**config.mk**
```make
export PLATFORM = sky130hd
export DESIGN_NAME = gamepad_serial_poll_master
export DESIGN_NICKNAME = d
export VERILOG_FILES = /design/src/rtl/core/gsp_pkg.sv /design/src/rtl/core/gamepad_serial_poll_master.sv /design/src/rtl/core/gsp_step.sv /design/src/rtl/core/gsp_out_reg.sv
export SDC_FILE = /design/constraint.sdc
export NUM_CORES = 1
export LEC_CHECK = 0
export ABC_AREA = 1
export BUFFER_PORTS_ARGS = -buffer_cell sky130_fd_sc_hd__buf_2
export CAP_MARGIN = 0
export CELL_PAD_IN_SITES_DETAIL_PLACEMENT = 1
export CELL_PAD_IN_SITES_GLOBAL_PLACEMENT = 2
export CORE_ASPECT_RATIO = 2
export CORE_MARGIN = 8
export CORE_UTILIZATION = 33
export CTS_BUF_LIST = sky130_fd_sc_hd__clkbuf_16
export DETAILED_ROUTE_END_ITERATION = 8
export GPL_ROUTABILITY_DRIVEN = 0
export PLACE_DENSITY_LB_ADDON = 0.1
export SETUP_SLACK_MARGIN = 0.3
export SYNTH_ARGS = -nofsm -noshare
export SYNTH_HDL_FRONTEND = slang
export SYNTH_SLANG_ARGS = --single-unit
```
**constraint.sdc**
```tcl
create_clock -name clk -period 2.6 [get_ports clk]
set_input_delay 0.52 -clock clk [delete_from_list [all_inputs] [get_ports clk]]
set_output_delay 0.52 -clock clk [all_outputs]
set_load 0.05 [all_outputs]
```
**src/rtl/core/gsp_pkg.sv**
```systemverilog
// Package for the gamepad serial poll master: state types, codes, frame tables.
// Used by every module of the block; depends on nothing.
package gsp_pkg;

	localparam int IN_W  = 8;
	localparam int OUT_W = 56;

	localparam logic [1:0] OP_CONFIG   = 2'd1;
	localparam logic [1:0] OP_POLL     = 2'd2;
	localparam logic [1:0] KIND_CONFIG = 2'd1;
	localparam logic [1:0] KIND_POLL   = 2'd2;

	localparam logic [1:0] REG_HALF_BIT  = 2'd0;
	localparam logic [1:0] REG_FRAME_GAP = 2'd1;

	localparam logic [7:0]  HALF_BIT_RESET  = 8'd50;
	localparam logic [15:0] FRAME_GAP_RESET = 16'd6000;

	localparam logic [7:0] BYTE_START = 8'h01;
	localparam logic [7:0] BYTE_POLL  = 8'h42;
	localparam logic [7:0] ID_ANALOG  = 8'h73;
	localparam logic [1:0] LAST_FRAME = 2'd2;

	localparam logic [7:0] CFG_FRAMES [3][9] = '{
		'{8'h01, 8'h43, 8'h00, 8'h01, 8'h00, 8'h00, 8'h00, 8'h00, 8'h00},
		'{8'h01, 8'h44, 8'h00, 8'h01, 8'h03, 8'h00, 8'h00, 8'h00, 8'h00},
		'{8'h01, 8'h43, 8'h00, 8'h00, 8'h5A, 8'h5A, 8'h5A, 8'h5A, 8'h5A}
	};

	typedef enum logic [4:0] {
		PH_IDLE = 5'b00001,
		PH_LOW  = 5'b00010,
		PH_HIGH = 5'b00100,
		PH_ACK  = 5'b01000,
		PH_GAP  = 5'b10000
	} phase_t;

	typedef struct packed {
		phase_t      phase;
		logic [1:0]  kind;
		logic [1:0]  frame;
		logic [3:0]  byte_idx;
		logic [2:0]  bit_idx;
		logic [7:0]  half_cnt;
		logic [15:0] gap_cnt;
		logic [7:0]  shift_out;
		logic [7:0]  shift_in;
		logic [15:0] buttons;
		logic [31:0] sticks;   // right_x, right_y, left_x, left_y from bit 0 up
		logic        clk_pin;
		logic        cmd_pin;
		logic        att_pin;
	} state_t;

	// idle phase, everything else zero; phase sits in the top bits
	localparam state_t STATE_RESET = state_t'({PH_IDLE,
		{($bits(state_t) - $bits(phase_t)){1'b0}}});

	typedef struct packed {
		logic [7:0]  half_bit;
		logic [15:0] frame_gap;
	} cfg_t;

	typedef struct packed {
		logic done;
		logic ok;
	} flags_t;

	function automatic logic [7:0] byte_value(logic [1:0] kind, logic [1:0] frame,
			logic [3:0] idx);
		logic [1:0] f;
		f = (frame > LAST_FRAME) ? LAST_FRAME : frame;
		if (kind == KIND_CONFIG) begin
			return (idx < 4'd9) ? CFG_FRAMES[f][idx] : 8'h00;
		end
		if (idx == 4'd0) return BYTE_START;
		if (idx == 4'd1) return BYTE_POLL;
		return 8'h00;
	endfunction

	function automatic logic [4:0] frame_len(logic [1:0] kind, logic [1:0] frame);
		if (kind == KIND_CONFIG && frame == 2'd0) return 5'd5;
		return 5'd9;
	endfunction

	// Load the byte at byte_idx and begin its first low clock half.
	function automatic state_t start_byte(state_t s);
		state_t n;
		n           = s;
		n.shift_out = byte_value(s.kind, s.frame, s.byte_idx);
		n.bit_idx   = '0;
		n.half_cnt  = 8'd1;
		n.cmd_pin   = n.shift_out[0];
		n.clk_pin   = 1'b0;
		n.att_pin   = 1'b0;
		n.phase     = PH_LOW;
		return n;
	endfunction

	function automatic state_t finish(state_t s);
		state_t n;
		n         = s;
		n.phase   = PH_IDLE;
		n.att_pin = 1'b1;
		if (s.kind == KIND_POLL) n.cmd_pin = 1'b1;
		return n;
	endfunction

endpackage

```
**src/rtl/core/gamepad_serial_poll_master.sv**
```systemverilog
// Top level of the gamepad serial poll master.
// Depends on gsp_pkg, gsp_step and gsp_out_reg.
//
// Each input item is one time tick: opcode (idle, configure, poll) plus the
// sampled data and acknowledge pins. Each accepted item yields exactly one
// result item: the pin levels to drive, busy/done/poll_ok status and the last
// stored button and stick bytes.
// Latency: the result for an item is valid on the cycle after it is accepted.
// Throughput: one item per clock cycle while the receiver does not stall; the
// state update is a single registered pass through the tick logic.
// The configuration channel (cfg_valid/cfg_ready/cfg_index/cfg_data) is always
// ready: index 0 sets half_bit_ticks from cfg_data[7:0], index 1 sets
// frame_gap_ticks; other indexes are ignored. Write only while idle.
// Reset: phase idle, all pins low, stored values zero, half_bit_ticks 50,
// frame_gap_ticks 6000, no result held.
// Receiver stall: the result stays in the output register; s_tready follows
// the free space there, so a new item is taken in the same cycle the held one
// leaves, and input is held off while the receiver stalls.
module gamepad_serial_poll_master (
	input  logic                      clk,
	input  logic                      arst_n,
	input  logic                      s_tvalid,
	output logic                      s_tready,
	input  logic [gsp_pkg::IN_W-1:0]  s_tdata,  // opcode[1:0], data_pin, ack_pin, zeros
	output logic                      m_tvalid,
	input  logic                      m_tready,
	// clock_pin, command_pin, attention_pin, busy_res, done_res, poll_ok,
	// buttons[15:0], right_x, right_y, left_x, left_y, zeros
	output logic [gsp_pkg::OUT_W-1:0] m_tdata,
	input  logic                      cfg_valid,
	output logic                      cfg_ready,
	input  logic [1:0]                cfg_index,
	input  logic [15:0]               cfg_data
);

	gsp_pkg::state_t st_q;
	gsp_pkg::state_t st_nxt;
	gsp_pkg::cfg_t   cfg_q;
	gsp_pkg::flags_t flags;
	logic            accept;
	logic [gsp_pkg::OUT_W-1:0] res;

	assign cfg_ready = 1'b1;
	assign accept    = s_tvalid && s_tready;

	always_ff @(posedge clk or negedge arst_n) begin
		if (!arst_n) begin
			cfg_q.half_bit  <= gsp_pkg::HALF_BIT_RESET;
			cfg_q.frame_gap <= gsp_pkg::FRAME_GAP_RESET;
		end else if (cfg_valid) begin
			case (cfg_index)
				gsp_pkg::REG_HALF_BIT:  cfg_q.half_bit  <= cfg_data[7:0];
				gsp_pkg::REG_FRAME_GAP: cfg_q.frame_gap <= cfg_data;
				default: ;
			endcase
		end
	end

	gsp_step u_step (
		.st       (st_q),
		.cfg      (cfg_q),
		.opcode   (s_tdata[1:0]),
		.data_pin (s_tdata[2]),
		.ack_pin  (s_tdata[3]),
		.nxt      (st_nxt),
		.flags    (flags)
	);

	always_ff @(posedge clk or negedge arst_n) begin
		if (!arst_n) begin
			st_q <= gsp_pkg::STATE_RESET;
		end else if (accept) begin
			st_q <= st_nxt;
		end
	end

	assign res = {2'b00, st_nxt.sticks, st_nxt.buttons, flags.ok, flags.done,
		st_nxt.phase != gsp_pkg::PH_IDLE, st_nxt.att_pin, st_nxt.cmd_pin,
		st_nxt.clk_pin};

	gsp_out_reg u_out (
		.clk      (clk),
		.arst_n   (arst_n),
		.load     (accept),
		.din      (res),
		.space    (s_tready),
		.m_tvalid (m_tvalid),
		.m_tready (m_tready),
		.m_tdata  (m_tdata)
	);

endmodule

```
**src/rtl/core/gsp_step.sv**
```systemverilog
// Next-state and result logic for one tick of the gamepad serial poll master.
// Purely combinational; uses gsp_pkg for the state type and frame tables.
module gsp_step (
	input  gsp_pkg::state_t st,
	input  gsp_pkg::cfg_t   cfg,
	input  logic [1:0]      opcode,
	input  logic            data_pin,
	input  logic            ack_pin,
	output gsp_pkg::state_t nxt,
	output gsp_pkg::flags_t flags
);

	logic [7:0] h;
	logic       id_bad;

	assign h = (cfg.half_bit == 8'd0) ? 8'd1 : cfg.half_bit;
	assign id_bad = (st.kind == gsp_pkg::KIND_POLL) && (st.byte_idx == 4'd1)
		&& (st.shift_in != gsp_pkg::ID_ANALOG);

	always_comb begin
		gsp_pkg::state_t n;
		n          = st;
		flags.done = 1'b0;
		flags.ok   = 1'b0;
		case (st.phase)
			gsp_pkg::PH_IDLE: begin
				if (opcode == gsp_pkg::OP_CONFIG || opcode == gsp_pkg::OP_POLL) begin
					n.kind     = opcode;
					n.frame    = '0;
					n.byte_idx = '0;
					n = gsp_pkg::start_byte(n);
				end
			end
			gsp_pkg::PH_LOW: begin
				if (st.half_cnt >= h) begin
					n.shift_in = {data_pin, st.shift_in[7:1]};
					n.clk_pin  = 1'b1;
					n.half_cnt = 8'd1;
					n.phase    = gsp_pkg::PH_HIGH;
				end else begin
					n.half_cnt = st.half_cnt + 8'd1;
				end
			end
			gsp_pkg::PH_HIGH: begin
				if (st.half_cnt < h) begin
					n.half_cnt = st.half_cnt + 8'd1;
				end else if (st.bit_idx < 3'd7) begin
					n.bit_idx   = st.bit_idx + 3'd1;
					n.shift_out = {1'b0, st.shift_out[7:1]};
					n.cmd_pin   = st.shift_out[1];
					n.clk_pin   = 1'b0;
					n.half_cnt  = 8'd1;
					n.phase     = gsp_pkg::PH_LOW;
				end else begin
					// byte complete: store reply bytes of a poll
					if (st.kind == gsp_pkg::KIND_POLL) begin
						case (st.byte_idx)
							4'd3: n.buttons[7:0]   = st.shift_in;
							4'd4: n.buttons[15:8]  = st.shift_in;
							4'd5: n.sticks[7:0]    = st.shift_in;
							4'd6: n.sticks[15:8]   = st.shift_in;
							4'd7: n.sticks[23:16]  = st.shift_in;
							4'd8: n.sticks[31:24]  = st.shift_in;
							default: ;
						endcase
					end
					if ({1'b0, st.byte_idx} + 5'd1 >= gsp_pkg::frame_len(st.kind, st.frame))
					begin
						if (st.kind == gsp_pkg::KIND_CONFIG) begin
							n.att_pin = 1'b1;
							n.gap_cnt = '0;
							n.phase   = gsp_pkg::PH_GAP;
						end else begin
							n        = gsp_pkg::finish(n);
							flags.done = 1'b1;
							flags.ok   = 1'b1;
						end
					end else if (ack_pin) begin
						if (id_bad) begin
							n          = gsp_pkg::finish(n);
							flags.done = 1'b1;
						end else begin
							n.byte_idx = st.byte_idx + 4'd1;
							n = gsp_pkg::start_byte(n);
						end
					end else begin
						n.phase = gsp_pkg::PH_ACK;
					end
				end
			end
			gsp_pkg::PH_ACK: begin
				if (ack_pin) begin
					if (id_bad) begin
						n          = gsp_pkg::finish(n);
						flags.done = 1'b1;
					end else begin
						n.byte_idx = st.byte_idx + 4'd1;
						n = gsp_pkg::start_byte(n);
					end
				end
			end
			gsp_pkg::PH_GAP: begin
				if (st.gap_cnt < cfg.frame_gap) begin
					n.gap_cnt = st.gap_cnt + 16'd1;
				end else if (st.frame < gsp_pkg::LAST_FRAME) begin
					n.frame    = st.frame + 2'd1;
					n.byte_idx = '0;
					n = gsp_pkg::start_byte(n);
				end else begin
					n          = gsp_pkg::finish(n);
					flags.done = 1'b1;
				end
			end
			default: n.phase = gsp_pkg::PH_IDLE;
		endcase
		nxt = n;
	end

endmodule

```
**src/rtl/core/gsp_out_reg.sv**
```systemverilog
// Output register of the gamepad serial poll master: holds one result item
// until the receiver takes it. Uses gsp_pkg for the item width.
module gsp_out_reg (
	input  logic                      clk,
	input  logic                      arst_n,
	input  logic                      load,
	input  logic [gsp_pkg::OUT_W-1:0] din,
	output logic                      space,
	output logic                      m_tvalid,
	input  logic                      m_tready,
	output logic [gsp_pkg::OUT_W-1:0] m_tdata
);

	logic                      valid_q;
	logic [gsp_pkg::OUT_W-1:0] data_q;

	// free when empty or when the held item leaves on this edge
	assign space    = !valid_q || m_tready;
	assign m_tvalid = valid_q;
	assign m_tdata  = data_q;

	always_ff @(posedge clk or negedge arst_n) begin
		if (!arst_n) begin
			valid_q <= 1'b0;
		end else if (space) begin
			valid_q <= load;
		end
	end

	always_ff @(posedge clk) begin
		if (load) begin
			data_q <= din;
		end
	end

endmodule

```
==> results of run 1 <==
## synthesized netlist by cell type
library cell  count
or2_1             1
or2_2            14
nor2_1           68
edfxtp_1         54
dfstp_2          11
buf_2             7
nor2_2            2
nor4_1            3
a21oi_4           1
nand3_1          51
nor3b_1           1
conb_1            2
a21boi_1          1
nand3b_1          4
nor3_4            1
ha_1             36
a21o_1            1
buf_1             1
inv_1           164
nand4_1          13
nand3_4           1
clkbuf_1         19
nor3_1           10
buf_6             4
xnor2_1           1
o21ai_1          20
buf_4             7
nand4_2           6
nand2_2           2
dfrtp_1         119
nand2_4           2
inv_2             4
a41o_1            1
xor2_1           16
o21ai_0         123
a31oi_1           2
nand2_1         353
nor2_4            4
o21ai_2           7
a21oi_1          31
o21a_1            2
a21oi_2           1
o211ai_1          1
o31ai_1           3
nor4_2            2
## flip-flops by register name, summed over array words and instances, names as in the netlist
register        flops
st_q              105
u_out.m_tdata      54
cfg_q              24
u_out.m_tvalid      1
## kinds of logic after synthesis
group	Yosys count	synth area share (%)
AO/OA/AOI/OAI	194	10.7
XOR/XNOR	17	1.53
adder cells (fa/ha/maj)	36	4.64
buffers and inverters	206	8.63
flip-flops	184	50.3
other	2	0.0773
AND/OR/NAND/NOR	538	24.1
## stage by stage
step | setup TNS, ns | util [%] | hold slack, ns | setup slack [ns] | power, uW
after global routing | -0.771 | 43.6 | 0.290 | -0.0576 | 10400
after floorplan | 0 | - | 0.224 | 0.256 | 5560
final | 0 | 43.6 | 0.308 | 0.115 | 9760
after detailed placement | -0.0672 | 37.3 | 0.418 | -0.0265 | 6380
after global placement | 0 | 37.3 | 0.418 | 0.0169 | 6280
after CTS | 0 | 41.5 | 0.283 | 0.131 | 9600
## worst paths after layout
| kind | to | slack, ns | cells past startpoint |
|---|---|---|---|
| max | u_out.m_tdata[36] | 0.12 | 18 |
| max in group asynchronous | st_q[95] | 1.33 | 3 |
| max reg2reg | u_out.m_tdata[36] | 0.12 | 18 |
| min reg2reg | st_q[63] | 0.47 | 2 |
| min in group asynchronous | cfg_q[13] | 0.51 | 2 |
| min | cfg_q[10] | 0.31 | 3 |
## per-layer routing
layer  vias up  global-route usage, %  wire [um]
met2        79                   27.9      14700
met5         -                      0          0
met3        20                   2.50        667
met4         0                   5.13        381
li1       4102                      -          -
met1      4101                   21.2      12800
## worst max-delay path: cells and delay by family (launching register included)
family,cells,cell delay (ns)
buffers and inverters,4,0.32
flip-flops,1,0.54
AND/OR/NAND/NOR,11,0.92
AO/OA/AOI/OAI,2,0.28
adder cells (fa/ha/maj),1,0.18
## layout by cell type (no fill, tap or decap), types with 4 or more instances in the layout
cell type  instances
xor2_1            16
inv_6              7
nand2_2           44
ha_1              31
nand2_1          299
inv_1            152
clkbuf_16         18
nand3_1           41
inv_2             11
nand3b_1           4
dfstp_2           11
o21ai_4           13
nand3_4            6
nand3_2            5
nor3_1            10
buf_6             28
buf_4             55
nor2_1            57
edfxtp_1          54
nor2_4            11
nand2_4           14
buf_12             7
dfrtp_1          118
o21ai_2           49
buf_2             81
inv_4              4
ha_4               4
nand4_1           13
nor2_2             6
a21oi_1           29
or2_2             14
inv_8              4
o21ai_0           42
o21ai_1           46
## area by class of cell
type	count	share of cell area (%)
inverters	168	5.06
repair buffers	177	10.8
clock inverters	15	1.55
flip-flops and latches	184	38.3
well taps	364	3.57
multi-input cells	788	37.4
clock buffers	17	3.33
## repair_timing
item / in CTS / in global routing
pin swaps: 21 / 26
setup buffers: 18 / 12
gates cloned: 6 / 3
hold buffers: 1 / 0
resized for setup: 151 / 163
endpoints found under the hold margin: 23 / 0
setup endpoints to repair: 154 / 154
## power by group through the flow
stage                     Sequential (uW)  Clock (uW)  Combinational (uW)
after CTS                            3800        2930                2880
final                                3820        2820                3130
after floorplan                      4210           0                1350
after global placement               3810           0                2470
after detailed placement             3830           0                2550
after global routing                 3880        3030                3460
==> impl_metrics.yaml, run 1 <==
run_status:
  outcome: "completed"
pwr:
  p_comb_share_pct: 32.0
  switching_share_pct: 37.2
  clockPowerShare_pct: 28.9
  seq_power_share_pct: 39.1
  peakVddDrop_uv: 487
  p_switching_uw: 3640
  power_density_nw_per_um2: 765
  p_leak_uw: 0.00623
  intPower_uw: 6130
worst_setup_path:
  slowest_stage: "dfstp_2"
  path_cells: "inv_2, a41o_1, ha_2, inv_2, nand2_2, nand2_2, nand2_1, nand2_1, nand2_2, nand2_4, nand2_4, nor2_4, nand2_2, nor2_4, buf_6, nand2_2, o21ai_2, inv_1"
  crit_start: "cfg_q[20]"
  worstSetupEndpointType: "flop"
  cpPeakStageDelay_ns: 0.54
  r2r_start: "cfg_q[20]"
  path_max_fanout: 7
  worst_setup_path_start_kind: "flop"
  crit_type: "reg -> reg"
  cp.arrival_ns: 2.69
  worstPathRequired_ns: 2.81
  crit_top_cell: "nand2_2"
cts:
  numCtsBuffers: 17
  cts_buffer_depth: 2
  clk_pin_slew_ns: 0.08
  cts_tree: "done"
  clockRootBuffer: "clkbuf_16"
  worstSkewPairLatency_ns: 0.45
  cts_num_sinks: 184
  ctsHtreeMaxLevel: 4
grt:
  track_usage_pct: 16.5
  grt_overflow: 0
  grt_pass1_wl_mm: 46.3
  grt_max_degree: 90
  grt_pass1_vias: 8949
  antenna_found_initial: 0
sta:
  rsz0062_at_grt: "yes"
  fin_crit_sh_pct: 95.6
  drv_slew: 0
  finalClockSkew_ns: 0.0143
  worstMarginPinSlew_ns: 0.886
  clock.fmax_mhz: 402
  hold_violations: 0
  setup_violations: 0
  min_period_ns: 2.48
  slew_headroom_pct: 41.0
floorplan:
  fp.dieW_um: 137
  die_h_um: 259
  io_pins: 90
  core_area_um2: 29300
  rows: 89
  die-area_um2: 35500
  initial_core_util_pct: 33.2
hold_path:
  hold_path_class: "in -> reg"
  hold_start: "cfg_data[10]"
place:
  placed_cells: 1641
  postPlaceCellArea_um2: 10900
  portBuffers: 82
  dpl.hpwl_mm: 19.6
final_layout:
  area.growth.synth_to_final_pct: 31.4
  antennaDiodeCount: 0
  multi_input_area_um2: 4770
  drive_gt1_share_pct: 31.0
  final_cell_area_um2: 12800
  fin_nets: 1403
  fill_cells: 3439
  stdcell_count: 1713
  final-seq-area_um2: 4890
synthesis:
  synth_top_area_share_pct: 30.6
  synthesis.area_um2: 9720
  synth_top_area_cell: "dfrtp_1"
  ys_seq_area_share_pct: 50.3
  yosysUniqueCellTypes: 45
  postSynthCellCount: 1177
  syn_area_per_cell_um2: 8.26
  synth_warnings: 0
  synthTopCellsByArea: "dfrtp_1 (31%), edfxtp_1 (17%), nand2_1 (14%), inv_1 (6.3%), o21ai_0 (6.3%)"
  ys_ff_latch: 184
routing:
  drt-initial-drc-count: 377
  dr.pass1.iters: 4
  vias: 8302
  wirelength_mm: 28.6
  post_drt_via_cell_ratio: 4.85
  route.detailed.drc: 0
  drtAntennaViolNets: 0
  wire_per_inst_um: 16.7
flow_run:
  maxCapViolations: 0
Note: power is estimated with default switching activity, not from simulation.
==> inputs of run 2 (changes only) <==
- PLACE_DENSITY_LB_ADDON: 0.1 -> 0.3
==> impl_metrics.yaml, run 2 (synthesis gave the netlist of run 1 again) <==
worst_setup_path:
  cp.arrival_ns: 2.74
  crit_type: "reg -> reg"
  ff2ff_setup_slack_ns: 0.07
  worst_setup_path_start_kind: "flop"
  r2r_start: "st_q[103]"
  worstReg2RegEnd: "u_out.m_tdata[34]"
  worstSetupEndpointType: "flop"
  worstPathRequired_ns: 2.81
  r2r_cells: 10
  path_max_fanout: 6
routing:
  wirelength_mm: 29.4
  wire_per_inst_um: 17.1
  route.met2.wl_mm: 15.4
  post_drt_via_cell_ratio: 4.92
  drtAntennaViolNets: 0
  route.detailed.drc: 0
  drt-initial-drc-count: 442
  wl_met3_um: 999
  dr.pass1.iters: 5
  topRoutingLayerUsed: "met4"
  wl_met1_mm: 12.3
  vias: 8460
place:
  dpl.hpwl_mm: 19.4
  postPlaceCellArea_um2: 10900
  placed_cells: 1640
  pre_cts_slack_ns: -0.0234
  portBuffers: 82
cts:
  numCtsBuffers: 17
  cts_num_sinks: 184
  ctsHtreeMaxLevel: 4
  worstSkewPairLatency_ns: 0.46
  clk_pin_slew_ns: 0.07
  holdBufCountCts: 0
  cts_buffer_depth: 2
  clockRootBuffer: "clkbuf_16"
  cts_tree: "done"
sta:
  fin_crit_sh_pct: 97.3
  hold_slack_ns: 0.0820
  setup_violations: 0
  slew_headroom_pct: 40.2
  worstMarginPinSlew_ns: 0.898
  hold_violations: 0
  drv_slew: 0
  min_period_ns: 2.53
  rsz0062_at_grt: "yes"
  worst_slack_ns: 0.0708
  clock.fmax_mhz: 395
  finalClockSkew_ns: 0.0154
final_layout:
  drive_gt1_share_pct: 35.6
  stdcell_count: 1719
  final_common_cell: "nand2_1"
  largest_reg_flops: 105
  most-common-layout-cells: "nand2_1 (265), inv_1 (148), dfrtp_1 (116)"
  antennaDiodeCount: 0
  final-seq-area_um2: 4890
  multi_input_area_um2: 5170
  final_cell_area_um2: 13300
  area.growth.synth_to_final_pct: 36.7
  fin_nets: 1409
  fill_cells: 3394
  top_register: "st_q"
grt:
  grt_pass1_vias: 9022
  grt_overflow: 0
  track_usage_pct: 16.6
  antenna_found_initial: 0
  grt_pass1_wl_mm: 46.4
  grt_max_degree: 90
floorplan:
  core_area_um2: 29300
  die-area_um2: 35500
  initial_core_util_pct: 33.2
  rows: 89
  die_h_um: 259
  io_pins: 90
  fp.dieW_um: 137
flow_run:
  maxCapViolations: 0
pwr:
  power_uw: 9790
  peakVddDrop_uv: 535
  power_density_nw_per_um2: 737
  p_leak_uw: 0.00633
run_status:
  outcome: "completed"
hold_path:
  hold_path_class: "in -> async"
==> run 2: final cells by class <==
class,instances,share of cell area [%]
repair buffers,181,11.4
inverters,168,5.00
flip-flops and latches,184,36.8
clock inverters,14,0.932
multi-input cells,789,38.9
clock buffers,18,3.39
repair inverters,1,0.122
well taps,364,3.43
==> run 2: how the worst max path moves through the flow <==
stage	start	depth (start not counted)	endpoint
after floorplan	st_q[95]	17	st_q[65]
after global placement	cfg_q[17]	16	u_out.m_tdata[52]
after detailed placement	cfg_q[20]	13	u_out.m_tdata[52]
after CTS	cfg_q[20]	18	u_out.m_tdata[32]
after global routing	st_q[104]	13	st_q[84]
final	st_q[103]	10	u_out.m_tdata[34]
==> run 2: per-layer routing <==
layer,vias up,global-route usage [%]
met5,-,0
li1,4127,-
met1,4189,19.7
met3,36,3.14
met4,0,6.01
met2,108,28.7
==> run 2: report_power, final <==
part	internal [uW]	switching, uW	leakage (uW)
logic	1180	2190	0.00381
clock network	1380	1210	0.000290
registers	3520	304	0.00223
==> run 2: what timing repair did <==
| item | in CTS | in global routing |
|---|---|---|
| pin swaps | 38 | 48 |
| gates resized for setup | 208 | 210 |
| setup buffers | 26 | 10 |
| cloned | 7 | 4 |
| setup endpoints to repair | 156 | 155 |
==> run 2: through the flow <==
step                util (%)  setup TNS [ns]
global placement        37.4          -0.230
detailed placement      37.4          -0.105
floorplan                  -               0
global route            45.4          -0.346
finish                  45.4               0
CTS                     42.4               0
==> run 2: critical path, stage by stage, from the launching register on <==
cell and delay [ns]:
dfrtp_1 0.41, nor2_1 0.23, nand4_2 0.34, inv_2 0.25, buf_4 0.21, nand2_1 0.22, nor2_4 0.24, clkbuf_16 0.19
nand2_4 0.05, o21ai_4 0.08, inv_1 0.05
